==> src/hdl/ssb_pkg.sv <==
// ----------------------------------------------------------------------------
// ssb_pkg
// Shared types and reset values for the sporadic server budget unit.
// ----------------------------------------------------------------------------
package ssb_pkg;

  localparam int unsigned RingDepthDefault = 8;

  localparam logic [31:0] InitialBudgetRst   = 32'd1000;
  localparam logic [31:0] ReplenishPeriodRst = 32'd10000;
  localparam logic [3:0]  MaxPendingRst      = 4'd8;
  localparam logic [8:0]  LowPriorityRst     = 9'h1FF;
  localparam logic [7:0]  NormalPriorityRst  = 8'd1;

  typedef enum logic [2:0] {
    REG_INITIAL_BUDGET   = 3'd0,
    REG_REPLENISH_PERIOD = 3'd1,
    REG_MAX_PENDING      = 3'd2,
    REG_LOW_PRIORITY     = 3'd3,
    REG_NORMAL_PRIORITY  = 3'd4
  } reg_index_e;

  typedef enum logic [1:0] {
    KIND_START   = 2'd0,
    KIND_STOP    = 2'd1,
    KIND_TICK    = 2'd2,
    KIND_RESTART = 2'd3
  } kind_e;

  typedef enum logic [3:0] {
    ST_IDLE,
    ST_DROP,
    ST_CHARGE,
    ST_RF_RD,
    ST_RF_CHK,
    ST_RF_END,
    ST_EVENT,
    ST_STOP_ABS,
    ST_DONE
  } state_e;

  typedef enum logic [1:0] {
    PH_DROP,
    PH_PRE,
    PH_POST
  } phase_e;

  typedef struct packed {
    logic [63:0] date;
    logic [31:0] amount;
  } refill_t;

  function automatic logic reached(logic [63:0] now, logic [63:0] date);
    logic [63:0] diff;
    diff = now - date;
    return ~diff[63];
  endfunction

endpackage

==> src/hdl/ssb_ring_ram.sv <==
// ----------------------------------------------------------------------------
// ssb_ring_ram
// Replenishment ring storage: one write port, one registered read port.
// ----------------------------------------------------------------------------
module ssb_ring_ram #(
  parameter int unsigned RING_DEPTH = ssb_pkg::RingDepthDefault,
  localparam int unsigned IW = (RING_DEPTH > 1) ? $clog2(RING_DEPTH) : 1
) (
  input  logic             clk_i,
  input  logic             we_i,
  input  logic [IW-1:0]    waddr_i,
  input  ssb_pkg::refill_t wdata_i,
  input  logic [IW-1:0]    raddr_i,
  output ssb_pkg::refill_t rdata_o
);

  ssb_pkg::refill_t mem [RING_DEPTH];
  ssb_pkg::refill_t rdata_q;

  always_ff @(posedge clk_i) begin
    if (we_i) begin
      mem[waddr_i] <= wdata_i;
    end
  end

  always_ff @(posedge clk_i) begin
    rdata_q <= mem[raddr_i];
  end

  assign rdata_o = rdata_q;

endmodule

==> src/hdl/sporadic_server_budget_unit.sv <==
// ----------------------------------------------------------------------------
// sporadic_server_budget_unit
// Budget keeper for one sporadic-server task with a replenishment ring.
// ----------------------------------------------------------------------------
//  channel | direction | handshake                 | payload
//  in      | input     | in_valid_i / in_ready_o   | kind_i, now_i
//  out     | output    | out_valid_o / out_ready_i | budget_left_o .. charge_refused_o
//  cfg     | input     | cfg_we_i (no wait)        | cfg_index_i, cfg_wdata_i
//
// An event runs the drop check, a refill walk, the event step and a second
// refill walk before it is done; a refill walk reads the ring once per entry inspected.
// One event is worked at a time; a new request is taken while a result waits.
// The ring needs no clearing after reset: fill count and indexes guard it.
// A stalled result holds the sequencer in its final step until taken.
module sporadic_server_budget_unit #(
  parameter int unsigned RING_DEPTH = ssb_pkg::RingDepthDefault
) (
  input  logic        clk_i,
  input  logic        rst_ni,
  input  logic        cfg_we_i,
  input  logic [2:0]  cfg_index_i,
  input  logic [31:0] cfg_wdata_i,
  input  logic        in_valid_i,
  output logic        in_ready_o,
  input  logic [1:0]  kind_i,
  input  logic [63:0] now_i,
  output logic        out_valid_o,
  input  logic        out_ready_i,
  output logic [31:0] budget_left_o,
  output logic [7:0]  current_priority_o,
  output logic        held_o,
  output logic        is_running_o,
  output logic [3:0]  pending_count_o,
  output logic        drop_armed_o,
  output logic [63:0] drop_date_o,
  output logic [63:0] next_refill_date_o,
  output logic        dropped_o,
  output logic        refilled_o,
  output logic        charge_refused_o
);

  localparam int unsigned IW = (RING_DEPTH > 1) ? $clog2(RING_DEPTH) : 1;
  localparam int unsigned PW = $clog2(RING_DEPTH + 1);
  localparam int unsigned CW = (PW > 4) ? PW : 4;
  localparam logic [IW-1:0] LastIdx = IW'(RING_DEPTH - 1);
  localparam logic [CW-1:0] DepthC  = CW'(RING_DEPTH);

  // configuration
  logic [31:0] init_q, period_q;
  logic [3:0]  maxp_q;
  logic [8:0]  lowp_q;
  logic [7:0]  normp_q;

  always_ff @(posedge clk_i or negedge rst_ni) begin
    if (!rst_ni) begin
      init_q   <= ssb_pkg::InitialBudgetRst;
      period_q <= ssb_pkg::ReplenishPeriodRst;
      maxp_q   <= ssb_pkg::MaxPendingRst;
      lowp_q   <= ssb_pkg::LowPriorityRst;
      normp_q  <= ssb_pkg::NormalPriorityRst;
    end else if (cfg_we_i) begin
      unique case (cfg_index_i)
        ssb_pkg::REG_INITIAL_BUDGET:   init_q   <= cfg_wdata_i;
        ssb_pkg::REG_REPLENISH_PERIOD: period_q <= cfg_wdata_i;
        ssb_pkg::REG_MAX_PENDING:      maxp_q   <= cfg_wdata_i[3:0];
        ssb_pkg::REG_LOW_PRIORITY:     lowp_q   <= cfg_wdata_i[8:0];
        ssb_pkg::REG_NORMAL_PRIORITY:  normp_q  <= cfg_wdata_i[7:0];
        default: ;
      endcase
    end
  end

  ssb_pkg::state_e state_q, state_d;
  ssb_pkg::phase_e phase_q, phase_d;

  logic [1:0]    kind_q, kind_d;
  logic [63:0]   now_q, now_d;
  logic [31:0]   budget_q, budget_d;
  logic [63:0]   resume_q, resume_d;
  logic [63:0]   deadline_q, deadline_d;
  logic          da_q, da_d, run_q, run_d, bg_q, bg_d, hold_q, hold_d;
  logic [IW-1:0] wr_idx_q, wr_idx_d, rd_idx_q, rd_idx_d;
  logic [PW-1:0] pend_q, pend_d;
  logic [63:0]   amt_q, amt_d;
  logic          hit_q, hit_d, drp_q, drp_d, rfl_q, rfl_d, ref_q, ref_d;
  logic          ov_q, ov_d, load_out;

  logic             ram_we;
  ssb_pkg::refill_t ram_wdata, ram_rdata;

  ssb_ring_ram #(.RING_DEPTH(RING_DEPTH)) u_ring (
    .clk_i  (clk_i),
    .we_i   (ram_we),
    .waddr_i(wr_idx_q),
    .wdata_i(ram_wdata),
    .raddr_i(rd_idx_q),
    .rdata_o(ram_rdata)
  );

  logic [CW-1:0] pend_ext, maxp_ext, limit;
  logic [32:0]   sum;
  logic [31:0]   charge;
  logic          prio_above;

  assign pend_ext   = CW'(pend_q);
  assign maxp_ext   = CW'(maxp_q);
  assign limit      = (maxp_ext > DepthC) ? DepthC : maxp_ext;
  assign sum        = {1'b0, budget_q} + {1'b0, ram_rdata.amount};
  assign charge     = (amt_q > {32'd0, budget_q}) ? budget_q : amt_q[31:0];
  assign prio_above = $signed({2'b00, normp_q}) > $signed({lowp_q[8], lowp_q});

  always_comb begin
    state_d    = state_q;
    phase_d    = phase_q;
    kind_d     = kind_q;
    now_d      = now_q;
    budget_d   = budget_q;
    resume_d   = resume_q;
    deadline_d = deadline_q;
    da_d       = da_q;
    run_d      = run_q;
    bg_d       = bg_q;
    hold_d     = hold_q;
    wr_idx_d   = wr_idx_q;
    rd_idx_d   = rd_idx_q;
    pend_d     = pend_q;
    amt_d      = amt_q;
    hit_d      = hit_q;
    drp_d      = drp_q;
    rfl_d      = rfl_q;
    ref_d      = ref_q;
    ov_d       = ov_q;
    load_out   = 1'b0;
    ram_we     = 1'b0;
    ram_wdata  = '{date: resume_q + {32'd0, period_q}, amount: charge};
    in_ready_o = (state_q == ssb_pkg::ST_IDLE);

    if (ov_q && out_ready_i) ov_d = 1'b0;

    unique case (state_q)
      ssb_pkg::ST_IDLE: begin
        if (in_valid_i) begin
          kind_d  = kind_i;
          now_d   = now_i;
          hit_d   = 1'b0;
          drp_d   = 1'b0;
          rfl_d   = 1'b0;
          ref_d   = 1'b0;
          state_d = ssb_pkg::ST_DROP;
        end
      end
      ssb_pkg::ST_DROP: begin
        if (da_q && ssb_pkg::reached(now_q, deadline_q)) begin
          drp_d   = 1'b1;
          da_d    = 1'b0;
          amt_d   = {32'd0, budget_q};
          phase_d = ssb_pkg::PH_DROP;
          state_d = ssb_pkg::ST_CHARGE;
        end else begin
          phase_d = ssb_pkg::PH_PRE;
          state_d = ssb_pkg::ST_RF_RD;
        end
      end
      ssb_pkg::ST_CHARGE: begin
        if (pend_ext >= limit) begin
          ref_d = 1'b1;
        end else begin
          budget_d = budget_q - charge;
          ram_we   = 1'b1;
          wr_idx_d = (wr_idx_q == LastIdx) ? '0 : wr_idx_q + 1'b1;
          pend_d   = pend_q + 1'b1;
        end
        state_d = ssb_pkg::ST_RF_RD;
      end
      ssb_pkg::ST_RF_RD: begin
        // wait for the ring read at the current read index
        state_d = ssb_pkg::ST_RF_CHK;
      end
      ssb_pkg::ST_RF_CHK: begin
        if (pend_q != '0 && ssb_pkg::reached(now_q, ram_rdata.date)) begin
          budget_d = (sum > {1'b0, init_q}) ? init_q : sum[31:0];
          rd_idx_d = (rd_idx_q == LastIdx) ? '0 : rd_idx_q + 1'b1;
          pend_d   = pend_q - 1'b1;
          hit_d    = 1'b1;
          state_d  = ssb_pkg::ST_RF_RD;
        end else begin
          state_d = ssb_pkg::ST_RF_END;
        end
      end
      ssb_pkg::ST_RF_END: begin
        logic b_nz;
        b_nz  = (budget_q != '0);
        hit_d = 1'b0;
        if (hit_q) begin
          rfl_d = 1'b1;
          if (b_nz) begin
            if (hold_q) hold_d = 1'b0;
            else        bg_d   = 1'b0;
            if (run_q) begin
              resume_d   = now_q;
              deadline_d = now_q + {32'd0, budget_q};
              da_d       = 1'b1;
            end
          end
        end
        unique case (phase_q)
          ssb_pkg::PH_DROP: begin
            // budget after refill decides whether to demote or hold
            if (!(hit_q && b_nz) && !b_nz && !(hit_q ? 1'b0 : bg_q) && !bg_q &&
                prio_above) begin
              if (lowp_q[8]) begin
                if (!hold_q) begin
                  hold_d = 1'b1;
                  run_d  = 1'b0;
                  da_d   = 1'b0;
                end
              end else begin
                bg_d = 1'b1;
              end
            end
            phase_d = ssb_pkg::PH_PRE;
            state_d = ssb_pkg::ST_RF_RD;
          end
          ssb_pkg::PH_PRE:  state_d = ssb_pkg::ST_EVENT;
          default:          state_d = ssb_pkg::ST_DONE;
        endcase
      end
      ssb_pkg::ST_EVENT: begin
        phase_d = ssb_pkg::PH_POST;
        state_d = ssb_pkg::ST_RF_RD;
        amt_d   = now_q - resume_q;
        unique case (kind_q)
          ssb_pkg::KIND_START: begin
            if (!run_q && !hold_q) begin
              run_d = 1'b1;
              if (budget_q != '0) begin
                resume_d   = now_q;
                deadline_d = now_q + {32'd0, budget_q};
                da_d       = 1'b1;
              end
            end
          end
          ssb_pkg::KIND_STOP: begin
            if (run_q) begin
              run_d = 1'b0;
              if (budget_q != '0) begin
                da_d    = 1'b0;
                state_d = ssb_pkg::ST_STOP_ABS;
              end
            end
          end
          ssb_pkg::KIND_RESTART: begin
            budget_d = init_q;
            wr_idx_d = '0;
            rd_idx_d = '0;
            pend_d   = '0;
            bg_d     = 1'b0;
            hold_d   = 1'b0;
            if (run_q && init_q != '0) begin
              resume_d   = now_q;
              deadline_d = now_q + {32'd0, init_q};
              da_d       = 1'b1;
            end else begin
              da_d = 1'b0;
            end
          end
          default: ;
        endcase
      end
      ssb_pkg::ST_STOP_ABS: begin
        amt_d   = amt_q[63] ? (64'd0 - amt_q) : amt_q;
        state_d = ssb_pkg::ST_CHARGE;
      end
      ssb_pkg::ST_DONE: begin
        // hold until the output register is free
        if (!ov_q || out_ready_i) begin
          load_out = 1'b1;
          ov_d     = 1'b1;
          state_d  = ssb_pkg::ST_IDLE;
        end
      end
      default: state_d = ssb_pkg::ST_IDLE;
    endcase
  end

  always_ff @(posedge clk_i or negedge rst_ni) begin
    if (!rst_ni) begin
      state_q    <= ssb_pkg::ST_IDLE;
      phase_q    <= ssb_pkg::PH_PRE;
      budget_q   <= ssb_pkg::InitialBudgetRst;
      resume_q   <= '0;
      deadline_q <= '0;
      da_q       <= 1'b0;
      run_q      <= 1'b0;
      bg_q       <= 1'b0;
      hold_q     <= 1'b0;
      wr_idx_q   <= '0;
      rd_idx_q   <= '0;
      pend_q     <= '0;
      hit_q      <= 1'b0;
      drp_q      <= 1'b0;
      rfl_q      <= 1'b0;
      ref_q      <= 1'b0;
      ov_q       <= 1'b0;
    end else begin
      state_q    <= state_d;
      phase_q    <= phase_d;
      budget_q   <= budget_d;
      resume_q   <= resume_d;
      deadline_q <= deadline_d;
      da_q       <= da_d;
      run_q      <= run_d;
      bg_q       <= bg_d;
      hold_q     <= hold_d;
      wr_idx_q   <= wr_idx_d;
      rd_idx_q   <= rd_idx_d;
      pend_q     <= pend_d;
      hit_q      <= hit_d;
      drp_q      <= drp_d;
      rfl_q      <= rfl_d;
      ref_q      <= ref_d;
      ov_q       <= ov_d;
    end
  end

  always_ff @(posedge clk_i) begin
    kind_q <= kind_d;
    now_q  <= now_d;
    amt_q  <= amt_d;
  end

  always_ff @(posedge clk_i) begin
    if (load_out) begin
      budget_left_o      <= budget_q;
      current_priority_o <= bg_q ? lowp_q[7:0] : normp_q;
      held_o             <= hold_q;
      is_running_o       <= run_q;
      pending_count_o    <= pend_ext[3:0];
      drop_armed_o       <= da_q;
      drop_date_o        <= deadline_q;
      next_refill_date_o <= (pend_q != '0) ? ram_rdata.date : 64'd0;
      dropped_o          <= drp_q;
      refilled_o         <= rfl_q;
      charge_refused_o   <= ref_q;
    end
  end

  assign out_valid_o = ov_q;

endmodule

==> config.mk <==
export PLATFORM = sky130hd
export DESIGN_NAME = sporadic_server_budget_unit
export DESIGN_NICKNAME = d
export VERILOG_FILES = /design/src/hdl/ssb_pkg.sv /design/src/hdl/ssb_ring_ram.sv /design/src/hdl/sporadic_server_budget_unit.sv
export SDC_FILE = /design/constraint.sdc
export NUM_CORES = 2
export LEC_CHECK = 0
export BUFFER_PORTS_ARGS = -buffer_cell sky130_fd_sc_hd__buf_2
export CORE_MARGIN = 5
export CORE_UTILIZATION = 35
export CTS_CLUSTER_DIAMETER = 40
export DETAILED_ROUTE_END_ITERATION = 6
export SLEW_MARGIN = 0
export SYNTH_ARGS = -nofsm -noshare
export SYNTH_HDL_FRONTEND = slang
export SYNTH_HIERARCHICAL = 1
export SYNTH_SLANG_ARGS = --single-unit
export TNS_END_PERCENT = 1
==> constraint.sdc <==
create_clock -name clk_i -period 17.9 [get_ports clk_i]
set_input_delay 0 -clock clk_i [delete_from_list [all_inputs] [get_ports clk_i]]
set_output_delay 0 -clock clk_i [all_outputs]
set_load 0.01 [all_outputs]
### Word-level counts from Yosys, hierarchy flattened

Memories as Yosys holds them, arrays and structs flattened. A register that Yosys moved wholly into a read port is not among the register bits.
Index checks and enable logic that the tools add are counted.

* input port bits: 106
* register bits after elaboration: 578
* output and inout bits: 180
* memories: 1
* RAM bits: 768

* add/sub/neg operators: 13
* equal/unequal tests: 40
* reduce and logical (&&, ||, !) cells: 56
* muxes and demuxes: 106
* bitwise gates (word level): 2
* order comparisons: 5

Memories
* u_ring.mem: words 8, width 96, read ports 1, clocked after memory_dff 1, write ports 1, line ssb_ring_ram.sv:17 `ssb_pkg::refill_t mem [RING_DEPTH];`

Operators by type and width (count)
* $mux 64: 14
* $pmux 64 s2: 4
* $add 64x32->64: 3
* $pmux 64 s3: 1
* $sub 64x64->64: 3
* $mux 32: 5
* $pmux 32 s3: 1
* $gt 64x32->1: 1
* $reduce_bool 32->1: 2
* $sub 1x64->64 const A: 1
* $mux 1: 48
* $pmux 4 s9: 1
* $add 32x32->33: 1
* $gt 33x32->1: 1
* $sub 32x32->32: 1
* $ne 2x2->1 const B: 15
* $mux 3: 9
* $mux 4: 6
* $reduce_and 3->1: 7
* $reduce_and 2->1: 10
* $eq 4x3->1 const B: 4
* $ne 3x3->1 const B: 5
* $pmux 1 s2: 7
* $reduce_and 7->1: 2
* 36 further kinds: 70

### Longest topological paths before layout

* depth in word-level cells: 10
* mapped depth: 28
* mapped depth without buffers: 24

### Hierarchy

Netlist, hierarchy kept.

Modules (own cells, without submodules)
* sporadic_server_budget_unit: times used 1, area an instance 41352.2 um^2, cells an instance 4387
* ssb_ring_ram: times used 1, area an instance 30805.8 um^2, cells an instance 1219

### Worst setup path after synthesis

No wires, ideal clock.

* path type: reg-to-reg
* start: register maxp_q[3] (netlist: maxp_ext[3])
* end: memory u_ring/mem[0][0] in the netlist's numbering, enable pin
* slack: 9.035 ns
* path buffers: 1
* cell stages (with the launch flop): 11
* clock period less this slack: 8.865 ns
* arrival: 8.197 ns
* cells stage by stage: dfstp_2 -> nor2b_1 -> ha_1 -> nand2b_1 -> a21oi_1 -> nor2b_1 -> o21ai_0 -> and4b_1 -> clkbuf_1 -> nand2b_1 -> nor3_1

* cells in the longest elaborated chain, start to end: 7

Ends and longest elaborated chain
* from (decl): line sporadic_server_budget_unit.sv:50 `logic [3:0] maxp_q;`
* from (signal assigned): line sporadic_server_budget_unit.sv:58 `maxp_q <= ssb_pkg::MaxPendingRst;`
* from (signal assigned): line sporadic_server_budget_unit.sv:65 `ssb_pkg::REG_MAX_PENDING: maxp_q <= cfg_wdata_i[3:0];`
* $gt 4x4->1: line sporadic_server_budget_unit.sv:107 `assign limit = (maxp_ext > DepthC) ? DepthC : maxp_ext;`
* $mux 4 (*): line sporadic_server_budget_unit.sv:107
* $ge 4x4->1 (*): line sporadic_server_budget_unit.sv:165 `if (pend_ext >= limit) begin`
* $mux 1 (*): line sporadic_server_budget_unit.sv:165
* $mux 1 (*): line sporadic_server_budget_unit.sv:140 `unique case (state_q)`
* named net ram_we: line sporadic_server_budget_unit.sv:88 `logic ram_we;`
* $mux 1 (*): line ssb_ring_ram.sv:21 `if (we_i) begin`
* $mux 1 (not written as such) (*): line ssb_ring_ram.sv:22 `mem[waddr_i] <= wdata_i;`
* to (decl): line ssb_ring_ram.sv:17

The timed path passes the listed nets; every way through them passes the cells marked *.

### Worst setup path after layout

* start: register amt_q[45]
* end: register budget_q[25]

* cells in the longest elaborated chain, start to end: 5

Ends and longest elaborated chain
* from (decl): line sporadic_server_budget_unit.sv:84 `logic [63:0] amt_q, amt_d;`
* from (signal assigned): line sporadic_server_budget_unit.sv:329 `amt_q <= amt_d;`
* $gt 64x32->1: line sporadic_server_budget_unit.sv:109 `assign charge = (amt_q > {32'd0, budget_q}) ? budget_q : amt_q[31:0];`
* $mux 32: line sporadic_server_budget_unit.sv:109
* named net charge[0]: line sporadic_server_budget_unit.sv:102 `logic [31:0] charge;`
* $sub 32x32->32: line sporadic_server_budget_unit.sv:168 `budget_d = budget_q - charge;`
* $mux 32: line sporadic_server_budget_unit.sv:165
* $pmux 32 s3: line sporadic_server_budget_unit.sv:140
* to (signal assigned): line sporadic_server_budget_unit.sv:290 `budget_q <= ssb_pkg::InitialBudgetRst;`
* to (signal assigned): line sporadic_server_budget_unit.sv:308 `budget_q <= budget_d;`
* to (decl): line sporadic_server_budget_unit.sv:78 `logic [31:0] budget_q, budget_d;`

The timed path passes the listed nets, and every way through them passes these cells. The select of a mux whose other input is x is not followed.
A chain may end at the register's enable or synchronous reset.

==> reports/qor.yml <==
status: "complete, no violations"
grt_first_pass_wirelength_um: 345000
period_share_pct: 42.7
syn_area_sq_um: 72200
stdcell_count: 9092
cts.sinks: 1442
core_sq_um: 205000
synth_fp_nets: 6137
drt_iter0_drc: 5105
place_hpwl_um: 167000
initial_utilization_pct: 35.2
fin_crit_ns: 7.64
setup_violations: 0
place_area_sq_um: 76900
min_path_type: "in2reg"
cts_tree: "done"
start_kind: "flop"
cts_root_buffer: "clkbuf_16"
leakage_nw: 33.0
clockPowerShare_pct: 24.6
cts_inserted_buffers: 200
fmax_mhz: 131
grt_max_degree: 97
die_w_um: 464
synth.avg_cell_area_sq_um: 12.9
critPathKind: "reg2reg"
gp_congestion: 0.991
drv_slew: 0
synth-edff-count: 1076
yosysUniqueCellTypes: 106
cts_setup_buffers: 0
switchingPower_mw: 6.79
arrival_ns: 8.32
vdd_drop_max_mv: 0.131
slowest_stage: "o21ai_0"
vias_per_cell: 5.55
critPathMaxStageDelay_ns: 0.89
grt_antenna_before_repair: 26
area_growth_pct: 19.8
fp.dieH_um: 464
cts-resized-gates: 0
yosysWarnings: 6
fin_tns_setup_ns: 0
slew_headroom_pct: 13.3
io_pins: 286
port_buffers: 285
avgRoutedWirePerCell_um: 26.2
clkTransAtPathRegs_ns: 0.06
drc: 0
async_reset_ff_share_pct: 18.7
die-area_sq_um: 215000
vias: 50400
crit_fanout: 12
final_cell_area_sq_um: 86500
worst_clock_skew_ns: 0.0708
grt_usage_pct: 21.5
dr.pass1.iters: 7
synth_flop_cell: "edfxtp_1"
clk_latency_ns: 0.87
pwr_density_cell_nw_per_um2: 194
p_seq_share_pct: 32.4
clock_path_buffers: 3
grt_pass1_vias: 50200
required_ns: 18.58
routed_wl_um: 238000
path_cells: "or4_1 -> or4_1 -> nor4_2 -> nand3_1 -> a21oi_2 -> nor2_1 -> o21ai_0 -> ha_1 -> nor2b_1 -> o31a_1 -> o31a_1 -> o21bai_1 -> a31oi_1 -> o32ai_1 -> o221ai_1 -> o21bai_1 -> xnor2_1 -> a222oi_1 -> o21ai_1"
final_nets: 6750
p_sw_share_pct: 40.6
place_inst: 8467
critPathCaptureType: "flop"
internal-power_mw: 9.95
grt_setup_unrepaired: "false"
drive_gt1_share_pct: 19.4
synthCells: 5606
grt_overflow_total: 0
hold_buffers: 238
combPwrFrac_pct: 43.0
synth_seq_area_share_pct: 56.9
tightest_slew_ns: 1.29
maxCapViolCount: 0
rows: 166
hold_viol: 0
cts.htree.levels: 4
ys_seq_elements: 1442
ant_nets: 0
## Yosys cell counts, types with 20 or more instances
| master | number | share of area [%] |
|---|---|---|
| edfxtp_1 | 1076 | 45 |
| ha_1 | 418 | 7.2 |
| inv_1 | 364 | 1.9 |
| nand2_1 | 334 | 1.7 |
| nor2_1 | 324 | 1.7 |
| a21oi_1 | 318 | 2.2 |
| o21ai_0 | 283 | 2.0 |
| dfrtp_1 | 241 | 8.4 |
| mux2_2 | 221 | 3.4 |
| xnor2_1 | 197 | 2.4 |
| mux4_2 | 192 | 6.0 |
| a21o_1 | 171 | 1.8 |
| clkbuf_1 | 149 | 0.78 |
| xor2_1 | 120 | 1.5 |
| dfxtp_1 | 96 | 2.7 |
| nor3_1 | 93 | 0.65 |
| nand4_1 | 72 | 0.62 |
| nand3_1 | 68 | 0.47 |
| nor2b_1 | 61 | 0.53 |
| a211oi_1 | 56 | 0.58 |
| nor4_1 | 55 | 0.48 |
| nand2b_1 | 48 | 0.42 |
| o21bai_1 | 38 | 0.40 |
| o21a_1 | 35 | 0.36 |
| o22ai_1 | 34 | 0.29 |
| and3_1 | 31 | 0.27 |
| a22oi_1 | 30 | 0.31 |
| dfstp_2 | 29 | 1.1 |
| a31oi_1 | 28 | 0.24 |
| o21ai_1 | 28 | 0.19 |
| o31ai_1 | 26 | 0.27 |
| a221oi_1 | 24 | 0.29 |
| buf_6 | 22 | 0.34 |
| o211ai_1 | 21 | 0.22 |
| or3_1 | 20 | 0.17 |
## placed cells by master (no fill, tap or decap), types with 120 or more instances in the layout
master,synthesis,layout
clkbuf_16,0,201
mux4_2,192,192
nand2_1,334,333
a21o_1,171,171
dfrtp_1,241,238
xor2_1,120,120
nor2_1,324,317
buf_2,15,284
o21ai_0,283,280
a21oi_1,318,316
xnor2_1,197,197
dlygate4sd3_1,0,237
mux2_2,221,221
edfxtp_1,1076,1076
ha_1,418,418
inv_1,364,363
## cell families (layout without fill, tap and decap cells)
logic type | count (synthesis) | in the layout | share of synthesized area (%)
AND/OR/NAND/NOR | 1196 | 1196 | 8.13
AO/OA/AOI/OAI | 1230 | 1230 | 10.9
buffers and inverters | 568 | 1360 | 3.21
flip-flops | 1442 | 1442 | 56.9
multiplexers | 422 | 422 | 9.57
adder cells (fa/ha/maj) | 431 | 431 | 7.53
other | 0 | 6 | 0
XOR/XNOR | 317 | 317 | 3.85
## flip-flops by register name, summed over array words and instances (netlist names), 64 cells and up
name	count
amt_q	64
resume_q	64
u_ring/mem	768
deadline_q	64
next_refill_date_o	64
drop_date_o	64
u_ring/rdata_o	96
now_q	64
## metal layers
| metal | global-route usage (%) | routed length [um] | vias up | share of wire (%) |
|---|---|---|---|---|
| met5 | 0 | 34 | - | 0.014 |
| met4 | 7.58 | 8920 | 6 | 3.7 |
| met3 | 4.92 | 19500 | 413 | 8.2 |
| met2 | 32.1 | 103000 | 2028 | 43 |
| met1 | 30.9 | 107000 | 25500 | 45 |
| li1 | - | - | 22500 | - |
## cell type report
class | count | area, sq um
Antenna cell | 6 | 15.0
Clock buffer | 241 | 5340
Clock inverter | 140 | 1780
Fill cell | 18800 | 118000
Inverter | 366 | 1380
Multi-Input combinational cell | 3596 | 29000
Sequential cell | 1442 | 41000
Tap cell | 2688 | 3360
Timing Repair Buffer | 613 | 4600
## worst max-delay path: cells and delay by family (launching register included)
family	cells	cell delay, ns
xor+xnor	1	0.11
flops	1	0.44
compound gates	11	4.28
fa+ha+maj	1	0.38
simple gates	6	2.24
## stage by stage
step / worst slack, ns / hold slack, ns / total power, mW / util (%)
final: 10.26 / 0.0533 / 16.7 / 42.2
after global routing: 9.99 / 0.0385 / 17.6 / 42.2
after CTS: 10.42 / 0.000284 / 16.7 / 42.2
after detailed placement: 10.45 / 0.152 / 12.5 / 37.6
after global placement: 10.59 / 0.146 / 12.4 / 37.6
after floorplan: 9.04 / -0.296 / 10.1 / -
## final timing paths
check / start / to / slack, ns / depth (start not counted)
max: amt_q[45] / budget_q[25] / 10.26 / 19
min: cfg_wdata_i[0] / init_q[0] / 0.05 / 3
max reg2reg: amt_q[45] / budget_q[25] / 10.26 / 19
min reg2reg: drp_q / dropped_o / 0.45 / 0
max in group asynchronous: rst_ni / resume_q[31] / 15.76 / 5
min in group asynchronous: rst_ni / lowp_q[1] / 0.36 / 3
## power groups by stage
stage	Combinational [mW]	Sequential [mW]	Clock, mW
floorplan	4.93	5.16	0
global placement	6.95	5.45	0
detailed placement	7.00	5.47	0
CTS	7.11	5.42	4.18
global route	7.84	5.48	4.33
finish	7.20	5.43	4.12
(Power assumes the default switching activity.)
